## src/rtl/core/u16d_pkg.sv

```systemverilog
// Shared types, constants and status codes for the UTF-16 stream decoder.
package u16d_pkg;

  localparam int UNIT_W = 16;
  localparam int CP_W   = 21;
  localparam int STAT_W = 3;
  localparam int MODE_W = 2;

  // byte order modes
  localparam logic [MODE_W-1:0] MODE_DETECT = 2'd0;
  localparam logic [MODE_W-1:0] MODE_BIG    = 2'd1;
  localparam logic [MODE_W-1:0] MODE_LITTLE = 2'd2;

  // result status codes
  localparam logic [STAT_W-1:0] ST_CODE     = 3'd0;
  localparam logic [STAT_W-1:0] ST_NOTHING  = 3'd1;
  localparam logic [STAT_W-1:0] ST_UNPAIRED = 3'd2;
  localparam logic [STAT_W-1:0] ST_LONE_LOW = 3'd3;
  localparam logic [STAT_W-1:0] ST_CONFLICT = 3'd4;
  localparam logic [STAT_W-1:0] ST_SKIPPED  = 3'd5;

  // what the front decided about a unit
  localparam logic [1:0] KIND_DATA     = 2'd0;
  localparam logic [1:0] KIND_MARK     = 2'd1;
  localparam logic [1:0] KIND_CONFLICT = 2'd2;

  localparam logic [UNIT_W-1:0] BOM_BE    = 16'hFEFF;
  localparam logic [UNIT_W-1:0] BOM_LE    = 16'hFFFE;
  localparam logic [UNIT_W-1:0] SURR_MASK = 16'hFC00;
  localparam logic [UNIT_W-1:0] SURR_HIGH = 16'hD800;
  localparam logic [UNIT_W-1:0] SURR_LOW  = 16'hDC00;
  localparam logic [CP_W-1:0]   SUPP_BASE = 21'h10000;

  localparam int QDEPTH = 2;
  localparam int QPTR_W = 1;
  localparam int QCNT_W = 2;

  typedef struct packed {
    logic [UNIT_W-1:0] value;   // unit in native order
    logic [1:0]        kind;
    logic              is_high;
    logic              is_low;
    logic              last;
  } u16d_item_t;

endpackage

```

## src/rtl/core/u16d_front.sv

```systemverilog
// Front end: string start tracking, byte order choice and unit classification.
module u16d_front
  import u16d_pkg::*;
(
  input  logic              clk,
  input  logic              rst_n,
  input  logic [MODE_W-1:0] mode,
  input  logic              in_valid,
  output logic              in_ready,
  input  logic [UNIT_W-1:0] in_unit_bytes,
  input  logic              in_last_unit,
  input  logic              q_ready,
  output logic              q_push,
  output u16d_item_t        q_item
);

  logic start_r, start_nxt;
  logic swap_r, swap_nxt;
  logic start_swap;
  logic swap_eff;
  logic [1:0] start_kind;
  logic [UNIT_W-1:0] native;

  assign in_ready = q_ready;
  assign q_push   = in_valid && q_ready;

  always_comb begin
    start_swap = 1'b0;
    start_kind = KIND_DATA;
    case (mode)
      MODE_BIG: begin
        if (in_unit_bytes == BOM_BE) begin
          start_kind = KIND_MARK;
        end else if (in_unit_bytes == BOM_LE) begin
          start_kind = KIND_CONFLICT;
        end
      end
      MODE_LITTLE: begin
        start_swap = 1'b1;
        if (in_unit_bytes == BOM_LE) begin
          start_kind = KIND_MARK;
        end else if (in_unit_bytes == BOM_BE) begin
          start_kind = KIND_CONFLICT;
        end
      end
      default: begin
        // detect: unmarked strings default to big-endian
        if (in_unit_bytes == BOM_BE) begin
          start_kind = KIND_MARK;
        end else if (in_unit_bytes == BOM_LE) begin
          start_kind = KIND_MARK;
          start_swap = 1'b1;
        end
      end
    endcase
  end

  assign swap_eff = start_r ? start_swap : swap_r;
  assign native   = swap_eff ? {in_unit_bytes[7:0], in_unit_bytes[15:8]} : in_unit_bytes;

  always_comb begin
    q_item.value   = native;
    q_item.kind    = start_r ? start_kind : KIND_DATA;
    q_item.is_high = (native & SURR_MASK) == SURR_HIGH;
    q_item.is_low  = (native & SURR_MASK) == SURR_LOW;
    q_item.last    = in_last_unit;
  end

  always_comb begin
    start_nxt = start_r;
    swap_nxt  = swap_r;
    if (q_push) begin
      if (in_last_unit) begin
        start_nxt = 1'b1;
        swap_nxt  = 1'b0;
      end else if (start_r) begin
        start_nxt = 1'b0;
        swap_nxt  = start_swap;
      end
    end
  end

  always_ff @(posedge clk) begin
    if (!rst_n) begin
      start_r <= 1'b1;
      swap_r  <= 1'b0;
    end else begin
      start_r <= start_nxt;
      swap_r  <= swap_nxt;
    end
  end

endmodule

```

## src/rtl/core/u16d_queue.sv

```systemverilog
// Two-entry queue between the front end and the decode back end.
module u16d_queue
  import u16d_pkg::*;
(
  input  logic       clk,
  input  logic       rst_n,
  input  logic       push,
  input  u16d_item_t push_item,
  output logic       push_ready,
  input  logic       pop,
  output logic       pop_valid,
  output u16d_item_t pop_item
);

  u16d_item_t mem [QDEPTH];
  logic [QPTR_W-1:0] wr_ptr_r, wr_ptr_nxt;
  logic [QPTR_W-1:0] rd_ptr_r, rd_ptr_nxt;
  logic [QCNT_W-1:0] count_r, count_nxt;

  assign push_ready = count_r != QCNT_W'(QDEPTH);
  assign pop_valid  = count_r != '0;
  assign pop_item   = mem[rd_ptr_r];

  always_comb begin
    wr_ptr_nxt = push ? wr_ptr_r + 1'b1 : wr_ptr_r;
    rd_ptr_nxt = pop ? rd_ptr_r + 1'b1 : rd_ptr_r;
    count_nxt  = count_r;
    if (push && !pop) begin
      count_nxt = count_r + 1'b1;
    end else if (pop && !push) begin
      count_nxt = count_r - 1'b1;
    end
  end

  always_ff @(posedge clk) begin
    if (push) begin
      mem[wr_ptr_r] <= push_item;
    end
  end

  always_ff @(posedge clk) begin
    if (!rst_n) begin
      wr_ptr_r <= '0;
      rd_ptr_r <= '0;
      count_r  <= '0;
    end else begin
      wr_ptr_r <= wr_ptr_nxt;
      rd_ptr_r <= rd_ptr_nxt;
      count_r  <= count_nxt;
    end
  end

endmodule

```

## src/rtl/core/u16d_back.sv

```systemverilog
// Back end: surrogate pairing, error tracking and the output register.
module u16d_back
  import u16d_pkg::*;
(
  input  logic              clk,
  input  logic              rst_n,
  input  logic              q_valid,
  input  u16d_item_t        q_item,
  output logic              q_pop,
  output logic              out_valid,
  input  logic              out_ready,
  output logic [CP_W-1:0]   out_scalar,
  output logic [STAT_W-1:0] out_status,
  output logic              out_last_result
);

  logic failed_r, failed_nxt;
  logic pend_r, pend_nxt;
  logic [9:0] held_r, held_nxt;
  logic out_valid_r, out_valid_nxt;
  logic [CP_W-1:0] cp_r, cp_nxt;
  logic [STAT_W-1:0] status_r, status_nxt;
  logic last_r;

  assign q_pop = q_valid && (!out_valid_r || out_ready);

  always_comb begin
    failed_nxt = failed_r;
    pend_nxt   = pend_r;
    held_nxt   = held_r;
    cp_nxt     = '0;
    status_nxt = ST_NOTHING;
    if (failed_r) begin
      status_nxt = ST_SKIPPED;
    end else begin
      case (q_item.kind)
        KIND_CONFLICT: begin
          status_nxt = ST_CONFLICT;
          failed_nxt = 1'b1;
        end
        KIND_MARK: begin
          status_nxt = ST_NOTHING;
        end
        default: begin
          if (pend_r) begin
            pend_nxt = 1'b0;
            held_nxt = '0;
            if (q_item.is_low) begin
              cp_nxt     = CP_W'({held_r, q_item.value[9:0]}) + SUPP_BASE;
              status_nxt = ST_CODE;
            end else begin
              status_nxt = ST_UNPAIRED;
              failed_nxt = 1'b1;
            end
          end else if (q_item.is_high) begin
            held_nxt   = q_item.value[9:0];
            pend_nxt   = 1'b1;
            status_nxt = q_item.last ? ST_UNPAIRED : ST_NOTHING;
          end else if (q_item.is_low) begin
            status_nxt = ST_LONE_LOW;
            failed_nxt = 1'b1;
          end else begin
            cp_nxt     = CP_W'(q_item.value);
            status_nxt = ST_CODE;
          end
        end
      endcase
    end
    // end of string: back to a clean state
    if (q_item.last) begin
      failed_nxt = 1'b0;
      pend_nxt   = 1'b0;
      held_nxt   = '0;
    end
  end

  always_comb begin
    out_valid_nxt = out_valid_r;
    if (q_pop) begin
      out_valid_nxt = 1'b1;
    end else if (out_ready) begin
      out_valid_nxt = 1'b0;
    end
  end

  always_ff @(posedge clk) begin
    if (!rst_n) begin
      failed_r    <= 1'b0;
      pend_r      <= 1'b0;
      held_r      <= '0;
      out_valid_r <= 1'b0;
    end else begin
      out_valid_r <= out_valid_nxt;
      if (q_pop) begin
        failed_r <= failed_nxt;
        pend_r   <= pend_nxt;
        held_r   <= held_nxt;
      end
    end
  end

  always_ff @(posedge clk) begin
    if (q_pop) begin
      cp_r     <= cp_nxt;
      status_r <= status_nxt;
      last_r   <= q_item.last;
    end
  end

  assign out_valid       = out_valid_r;
  assign out_scalar      = cp_r;
  assign out_status      = status_r;
  assign out_last_result = last_r;

  // held bits are only nonzero while a high surrogate waits
  a_held_clear: assert property (@(posedge clk) disable iff (!rst_n)
    !pend_r |-> held_r == '0)
    else $error("held surrogate bits without pending high");

  // an error ends any pairing in progress
  a_failed_no_pend: assert property (@(posedge clk) disable iff (!rst_n)
    failed_r |-> !pend_r)
    else $error("failed string still holds a high surrogate");

  a_skip_after_fail: assert property (@(posedge clk) disable iff (!rst_n)
    q_pop && failed_r |=> out_valid_r && status_r == ST_SKIPPED)
    else $error("unit after an error not reported as skipped");

  a_no_overwrite: assert property (@(posedge clk) disable iff (!rst_n)
    out_valid_r && !out_ready |-> !q_pop)
    else $error("pending result overwritten");

endmodule

```

## src/rtl/core/utf16_stream_decoder_core.sv

```systemverilog
// UTF-16 stream decoder top level: register port, front end, queue, back end.
// A unit's result passes through the queue entry, written when the unit is accepted,
// and then the back end's output register, loaded when the back end pops it.
// Throughput: one unit per cycle while out_ready holds, the back end decoding
// combinationally; the two-entry queue and output register decouple the two sides.
// Reset (synchronous, active low): mode back to detect, string state cleared.
module utf16_stream_decoder_core
  import u16d_pkg::*;
(
  input  logic              clk,
  input  logic              rst_n,
  input  logic              psel,
  input  logic              penable,
  input  logic              pwrite,
  input  logic [2:0]        paddr,
  input  logic [31:0]       pwdata,
  output logic [31:0]       prdata,
  output logic              pready,
  input  logic              in_valid,
  output logic              in_ready,
  input  logic [UNIT_W-1:0] in_unit_bytes,
  input  logic              in_last_unit,
  output logic              out_valid,
  input  logic              out_ready,
  output logic [CP_W-1:0]   out_scalar,
  output logic [STAT_W-1:0] out_status,
  output logic              out_last_result
);

  logic [MODE_W-1:0] mode_r;
  logic       q_ready, q_push, q_pop, q_valid;
  u16d_item_t push_item, pop_item;

  assign pready = 1'b1;
  assign prdata = (paddr[2] == 1'b0) ? {{(32-MODE_W){1'b0}}, mode_r} : '0;

  always_ff @(posedge clk) begin
    if (!rst_n) begin
      mode_r <= MODE_DETECT;
    end else if (psel && penable && pwrite && pready && paddr[2] == 1'b0) begin
      mode_r <= pwdata[MODE_W-1:0];
    end
  end

  u16d_front u_front (
    .clk           (clk),
    .rst_n         (rst_n),
    .mode          (mode_r),
    .in_valid      (in_valid),
    .in_ready      (in_ready),
    .in_unit_bytes (in_unit_bytes),
    .in_last_unit  (in_last_unit),
    .q_ready       (q_ready),
    .q_push        (q_push),
    .q_item        (push_item)
  );

  u16d_queue u_queue (
    .clk        (clk),
    .rst_n      (rst_n),
    .push       (q_push),
    .push_item  (push_item),
    .push_ready (q_ready),
    .pop        (q_pop),
    .pop_valid  (q_valid),
    .pop_item   (pop_item)
  );

  u16d_back u_back (
    .clk             (clk),
    .rst_n           (rst_n),
    .q_valid         (q_valid),
    .q_item          (pop_item),
    .q_pop           (q_pop),
    .out_valid       (out_valid),
    .out_ready       (out_ready),
    .out_scalar      (out_scalar),
    .out_status      (out_status),
    .out_last_result (out_last_result)
  );

endmodule
```

## config.mk

```make
export PLATFORM = sky130hd
export DESIGN_NAME = utf16_stream_decoder_core
export DESIGN_NICKNAME = d
export VERILOG_FILES = /design/src/rtl/core/u16d_pkg.sv /design/src/rtl/core/u16d_front.sv /design/src/rtl/core/u16d_queue.sv /design/src/rtl/core/u16d_back.sv /design/src/rtl/core/utf16_stream_decoder_core.sv
export SDC_FILE = /design/constraint.sdc
export NUM_CORES = 1
export LEC_CHECK = 0
export ABC_AREA = 1
export BUFFER_PORTS_ARGS = -buffer_cell sky130_fd_sc_hd__buf_2
export CAP_MARGIN = 25
export CORE_MARGIN = 2
export CORE_UTILIZATION = 57
export DETAILED_ROUTE_END_ITERATION = 10
export GPL_TIMING_DRIVEN = 0
export PLACE_DENSITY = 0.9
export SLEW_MARGIN = 5
export SYNTH_ARGS = -nofsm -noshare
export SYNTH_HDL_FRONTEND = slang
export SYNTH_HIERARCHICAL = 1
export SYNTH_SLANG_ARGS = --single-unit
```

## constraint.sdc

```tcl
create_clock -name clk -period 3.8 [get_ports clk]
set_clock_uncertainty 0.2 [all_clocks]
set_input_delay 0.57 -clock clk [delete_from_list [all_inputs] [get_ports clk]]
set_output_delay 0.57 -clock clk [all_outputs]
set_load 0.1 [all_outputs]
```

# --- Word level (Yosys, flattened, before mapping) ---
# Memories as Yosys holds them, arrays and structs flattened. A register that Yosys moved wholly into a read port is not among the register bits.
# Index checks and enable logic that the tools add are counted.
totals:
  ff_bits: 46
  memories: 1
  out_inout_bits: 60
  wordCells: 101
  romBits: 0
  ram_bits: 42
  latchBits: 0
memory_table:
  columns: ["name", "depth", "word_bits", "read_ports", "rd_clocked_by_memory_dff", "wr", "line_no", "text"]
  rows:
  - ["u_queue.mem", 2, 21, 1, 1, 1, "u16d_queue.sv:15", "u16d_item_t mem [QDEPTH];"]
classes:
  add_sub_neg: 5
  eq_ne: 11
  n_lt_le_gt_ge: 0
  n_mux: 51
  n_shift: 0
  n_mul: 0
  div_mod_pow: 0
  n_bitwise: 1
  reduce_logical: 19
op_table:
  columns: ["operator", "count"]
  rows:
  - ["2-to-1 mux 21 bit", 3]
  - ["2-to-1 mux 10 bit", 5]
  - ["== test 16 bit, second input constant", 2]
  - ["2-to-1 mux 16 bit", 2]
  - ["2-to-1 mux 2 bit", 12]
  - ["2-to-1 mux 1 bit", 23]
  - ["adder 20 x 17 -> 21 bit, second input constant", 1]
  - ["== test 6 bit, second input constant", 2]
  - ["logical AND 1 bit", 7]
  - ["2-to-1 mux 3 bit", 2]
  - ["one-hot mux 3 bit (2 select lines)", 1]
  - ["nonzero test 2 bit", 3]
  - ["== test 2 x 1 -> 1 bit, second input constant", 2]
  - ["== test 2 bit, second input constant", 2]
  - ["inequality test 2 x 1 -> 1 bit, second input constant", 2]
  - ["one-hot mux 1 bit (2 select lines)", 2]
  - ["one-hot mux 2 bit (2 select lines)", 1]
  - ["AND reduction 4 bit", 1]
  - ["logical NOT 1 bit", 3]
  - ["AND reduction 3 bit", 1]
  - ["nonzero test 3 bit", 1]
  - ["OR reduction 3 bit", 1]
  - ["adder 1 bit, second input constant", 2]
  - ["adder 2 x 1 -> 2 bit, second input constant", 1]
  - ["5 further kinds", 5]

# --- Longest topological paths before layout ---
logic_depth:
  word_depth: 7
  depth_mapped: 12
  ltp_nobuf: 12

# --- Hierarchy ---
# The synthesis kept the hierarchy.
modules_own_cells:
  columns: ["module", "n_inst", "seq_area_each_um2", "area_per_inst_um2", "cells_per_inst"]
  rows:
  - ["u16d_queue", 1, 1361.3, 1823.0, 100]
  - ["u16d_back", 1, 1011.0, 1720.4, 168]
  - ["u16d_front", 1, 40.0, 544.3, 106]
  - ["utf16_stream_decoder_core", 1, 40.0, 366.6, 56]

# --- Least setup slack after synthesis ---
# Ideal clock, no wire load.
synth_timing:
  path_kind: "reg2reg"
  start: "register u_back.out_valid_r, in the netlist u_back/out_valid"
  end: "register u_queue.count_r[1]"
  stages_incl_launch_ff: 9
  arrival_ps: 2384
  required_ps: 3536
  slack_ps: 1152
  setup_ps: 64
  path_cell_list: "dfxtp_1 > a21oi_2 > inv_1 > ha_1 > inv_1 > nand3_1 > nand2_1 > inv_1 > nor2_1"
synth_between:
  elab_chain_len: 6
  elab_cells_between_ends: 8
synth_rtl:
  columns: ["element", "line_no", "text"]
  rows:
  - ["start: declaration", "u16d_back.sv:20", "logic out_valid_r, out_valid_nxt;"]
  - ["start signal: assignment", "u16d_back.sv:93", "out_valid_r <= out_valid_nxt;"]
  - ["logical NOT 1 bit (*)", "u16d_back.sv:25", "assign q_pop = q_valid && (!out_valid_r || out_ready);"]
  - ["logical OR 1 bit (*)", "u16d_back.sv:25", null]
  - ["logical AND 1 bit (*)", "u16d_back.sv:25", null]
  - ["via q_pop", "utf16_stream_decoder_core.sv:31", "logic q_ready, q_push, q_pop, q_valid;"]
  - ["logical NOT 1 bit", "u16d_queue.sv:28", "if (push && !pop) begin"]
  - ["logical AND 1 bit", "u16d_queue.sv:28", null]
  - ["2-to-1 mux 2 bit or nonzero test 2 bit (tied branches)", null, null]
  - ["end signal: assignment", "u16d_queue.sv:49", "count_r <= count_nxt;"]
  - ["end: declaration", "u16d_queue.sv:18", "logic [QCNT_W-1:0] count_r, count_nxt;"]
# The timed path passes the listed nets; every way through them passes the cells marked *.
# A chain may end at the register's enable or synchronous reset.

# --- Worst setup path after layout ---
layout_timing:
  start: "register u_queue.count_r[0]"
  end: "register u_queue.count_r[1]"
layout_between:
  elab_chain_len: 5
  elab_cells_between_ends: 13
layout_rtl:
  columns: ["element", "line_no", "text"]
  rows:
  - ["nonzero test 2 bit (*)", "u16d_queue.sv:21", "assign pop_valid = count_r != '0;"]
  - ["via q_valid", "utf16_stream_decoder_core.sv:31", null]
  - ["logical AND 1 bit (*)", "u16d_back.sv:25", null]
  - ["via q_pop", "utf16_stream_decoder_core.sv:31", null]
  - ["logical NOT 1 bit", "u16d_queue.sv:28", null]
  - ["logical AND 1 bit", "u16d_queue.sv:28", null]
  - ["2-to-1 mux 2 bit or nonzero test 2 bit (tied branches)", null, null]
# The timed path passes the listed nets; every way through them passes the cells marked *. The select of a mux whose other input is x is not followed.

==> impl.org <==
** Synthesis
- Counting flops with a built-in enable in the synthesized netlist gives 67.
- Synth Warn # :: 6
- In this run the cell area of the synthesized design comes to 0.00445 sq mm.
- After synthesis, the netlist uses 37 different library cells.
- In the synthesized netlist the dominant register cell turns out to be sky130_fd_sc_hd__edfxtp_1.
- For this run, the register share of the synthesized area comes to 0.551.
- sky130_fd_sc_hd__nand2_1 is the most common cell in the netlist.
- Number of storage elements in the synthesis netlist :: 89
- Syn_area_per_cell :: 10.4 sq um
- After technology mapping, the gate count stands at 430.
- Sorting the synthesized cells by how often they occur yields sky130_fd_sc_hd__nand2_1, sky130_fd_sc_hd__edfxtp_1, sky130_fd_sc_hd__inv_1.
- Leading cell types by total area after synthesis :: sky130_fd_sc_hd__edfxtp_1, sky130_fd_sc_hd__dfxtp_1, sky130_fd_sc_hd__nand2_1
- Summed over all instances, the cell type with the most area after synthesis is sky130_fd_sc_hd__edfxtp_1.
- FFs w/ async S/R, synth :: 0
- Fraction of post-synthesis cell area in the top cell type by area :: 0.452

** Setup path
- In this run the worst setup path begins at u_queue/count_r[0]$_SDFFE_PN0P_.
- For the worst setup path, the data arrival time is 2.39 ns.
- Walking the worst path, the cells encountered are inv_1 > nand2_1 > inv_1 > a21oi_4 > inv_1 > ha_1 > inv_1 > nand3_1 > nand2_1 > inv_1 > nor2_1.
- Destination of the critical timing path :: u_queue/count_r[1]$_SDFFE_PN0P_
- The critical path is of the flop to flop type.
- STA classifies the critical path startpoint as a flop.
- Worst reg-to-reg setup slack :: 1.49 ns
- The slowest stage of the critical path is the sky130_fd_sc_hd__a21oi_4 cell.
- Reg2Reg Launch Point :: u_queue/count_r[0]$_SDFFE_PN0P_
- R2r endpoint :: u_queue/count_r[1]$_SDFFE_PN0P_
- Among the stages of the critical path, the cell type that occurs most often is sky130_fd_sc_hd__inv_1.
- In this run the worst path has a maximum fanout of 30.
- At the worst endpoint, the required time is 3.88 ns.
- The number of cells on the worst reg-to-reg path is 11.
- In this design, the stage delay of the slowest critical-path cell is 0.66 ns.
- CP Capture Type :: flop

** Layout
- Count of inserted antenna diode cells :: 0
- Fraction of layout instances using a drive strength above 1 :: 0.305
- Once layout is done, the placed cells without fillers occupy 0.00518 sq mm.
- From synthesis to final layout, the design area changed by 16.3%.
- Final layout net count :: 591

** STA
- Final period util :: 0.608
- Derived from the worst setup path, the maximum achievable clock frequency is 433 MHz.
- Worst-case hold slack :: 0.275 ns
- The max-slew violation total from the final report came to 0.
- Transition at the pin with the smallest max-transition slack :: 0.859 ns
- Number of endpoints failing setup at the final stage :: 0
- Clock period minus worst slack :: 2.31 ns
- Setup repair after global routing left no endpoint under its margin.
- Measured against its own limit, the worst slew margin works out to 0.426.
- The hold violation count in the final report came to 0.
- Total negative slack :: 0 ns

** Routing
- Detailed routing placed a total of 3.86 mm of wire on met2.
- Aggregate routed wire length :: 7.89 mm
- The highest metal layer carrying signal wires in the routed design is met4.
- The detailed router put a total of 3.22 mm of wire on met1.
- Post-route ant nets :: 0
- Average via count per standard cell :: 4.98
- Number of vias in the routed layout :: 3,153
- Dividing the detail-routed wire length by the instance count gives 12.5 um.
- First drt pass iteration count :: 6
- Summed over all nets, wire length on met3 after detailed routing comes to 597 um.
- Number of DRC violations after detailed-routing iteration 0 :: 100
- After detailed routing, the number of remaining DRC violations is 0.

** Floorplan
- Pin placement for this block handled 119 I/O pins.
- Core ar. :: 0.00765 sq mm
- The floorplan step set the die height to 92.4 um.
- Initial cell density of the core :: 0.582
- Standard-cell rows :: 32
- Horizontal die dimension :: 92.4 um
- Floorplan die area :: 0.00854 sq mm

** Place
- Routability Congestion :: 0.916
- Cell area after placement :: 0.00499 sq mm
- The HPWL after detailed placement is 6.01 mm.
- Port Buffers :: 55

** Job
- Max cap viols :: 0

** Clocking
- Clock sinks :: 89
- Buffers added to address setup during post-CTS repair amount to 0.
- The H-tree was split into 3 levels.
- Clk buf depth :: 2
- In this run, post-CTS repair resized a total of 0 instances.
- TritonCTS built the clock tree.
- The root buffer cell chosen for the clock tree is sky130_fd_sc_hd__clkbuf_8.
- Clk slew on worst S/H paths :: 0.09 ns
- After clock tree synthesis, the flow added hold-fix buffers numbering 0.
- Number of CTS-inserted buffers :: 9
- At the later pin of the worst-skew pair, clock insertion delay measures 0.35 ns.

** GRT
- Pin count of the biggest net entering global routing :: 31
- Global routing finished with a remaining overflow of 0.
- Total global-route track usage :: 0.198
- Antenna violations before repair :: 0
- The first global-routing pass estimated 13.2 mm of wire.
- The number of global-route vias before repair is 2,881.

** Pwr
- Ratio of total power to cell area :: 876 mW/mm^2
- Total power for the finished layout comes to 0.00454 W.
- In this run the static leakage power is 2.25 nW.
- Across the VDD grid, the largest voltage drop is 308 uV.

** Worst hold path
- The path class of the tightest hold or removal check is flop to flop.

** Status
- The run finished with clean final reports.
==> layout by cell type, fill, tap and decap left out, drive strengths merged, types with 6 or more instances in the layout <==
cell,Yosys,final
inv,42,43
o21ai,15,15
a21oi,21,21
nand2,93,93
clkbuf,1,11
nor3b,10,10
buf,43,99
mux2,21,21
conb,2,31
nand3,38,38
ha,6,6
dfxtp,22,22
edfxtp,67,67
nor2,37,37
==> worst min path at each step <==
stage | startpoint | end | slack [ns] | cells after the start
floorplan | u_back/held_r[9]$_SDFFE_PN0P_ | u_back/held_r[9]$_SDFFE_PN0P_ | 0.24 | 2
global placement | u_back/held_r[9]$_SDFFE_PN0P_ | u_back/held_r[9]$_SDFFE_PN0P_ | 0.26 | 2
detailed placement | u_back/held_r[9]$_SDFFE_PN0P_ | u_back/held_r[9]$_SDFFE_PN0P_ | 0.27 | 2
CTS | u_back/held_r[9]$_SDFFE_PN0P_ | u_back/held_r[9]$_SDFFE_PN0P_ | 0.28 | 2
global route | in_last_unit | u_queue/mem[1][0]$_DFFE_PP_ | 0.30 | 2
finish | u_back/held_r[5]$_SDFFE_PN0P_ | u_back/held_r[5]$_SDFFE_PN0P_ | 0.27 | 2
==> worst max-delay path: cells and delay by family, from the launching register on <==
kind                     cells  cell delay (ns)
AND/OR/NAND/NOR              4             0.32
AO/OA/AOI/OAI                1             0.66
buffers and inverters        5             0.39
adder cells (fa/ha/maj)      1             0.33
flip-flops                   1             0.35
==> cells by family (layout without fill, tap and decap cells) <==
logic type,Yosys count,count (layout),synth area share
other cells,2,31,0.00169
simple gates,184,184,0.197
mux,21,21,0.0699
buf+inv,86,158,0.111
fa+ha+maj,6,6,0.0169
flops,89,89,0.551
compound gates,42,42,0.0531
==> through the flow <==
step                 util  std cells  setup slack (ns)
floorplan               -        459              1.15
global placement    0.649        616             0.969
detailed placement  0.652        617              1.35
CTS                 0.678        633              1.45
global route        0.678        633              1.15
finish              0.678        633              1.49
==> final cells by class <==
class | count | area, sq um
Multi-Input combinational cell | 284 | 1630
Fill cell | 559 | 2470
Tap cell | 102 | 128
Buffer | 44 | 337
Inverter | 42 | 158
Clock buffer | 10 | 128
Sequential cell | 89 | 2450
Clock inverter | 6 | 66.3
Timing Repair Buffer | 56 | 287
==> power breakdown <==
| part | switching, W | total, W | internal (W) | leakage [nW] |
|---|---|---|---|---|
| Combinational | 0.00189 | 0.00245 | 0.000558 | 1.34 |
| Sequential | 0.0000855 | 0.00147 | 0.00138 | 0.823 |
| Clock | 0.000319 | 0.000624 | 0.000305 | 0.0889 |
| Total | 0.00229 | 0.00454 | 0.00225 | 2.25 |
==> sequential cells by signal, indices dropped and copies added, names as in the netlist, 2 cells and up, named ones only <==
signal             flops
mode_r                 2
u_queue/mem           42
u_back/out_status      3
u_back/held_r         10
u_queue/count_r        2
u_back/out_scalar     21
==> layer usage <==
layer,track usage,vias to the layer above
met2,0.335,158
met3,0.0350,18
met1,0.242,1407
li1,-,1570
met5,0,-
met4,0.102,0
No activity file was read; power rests on OpenSTA's default activity.
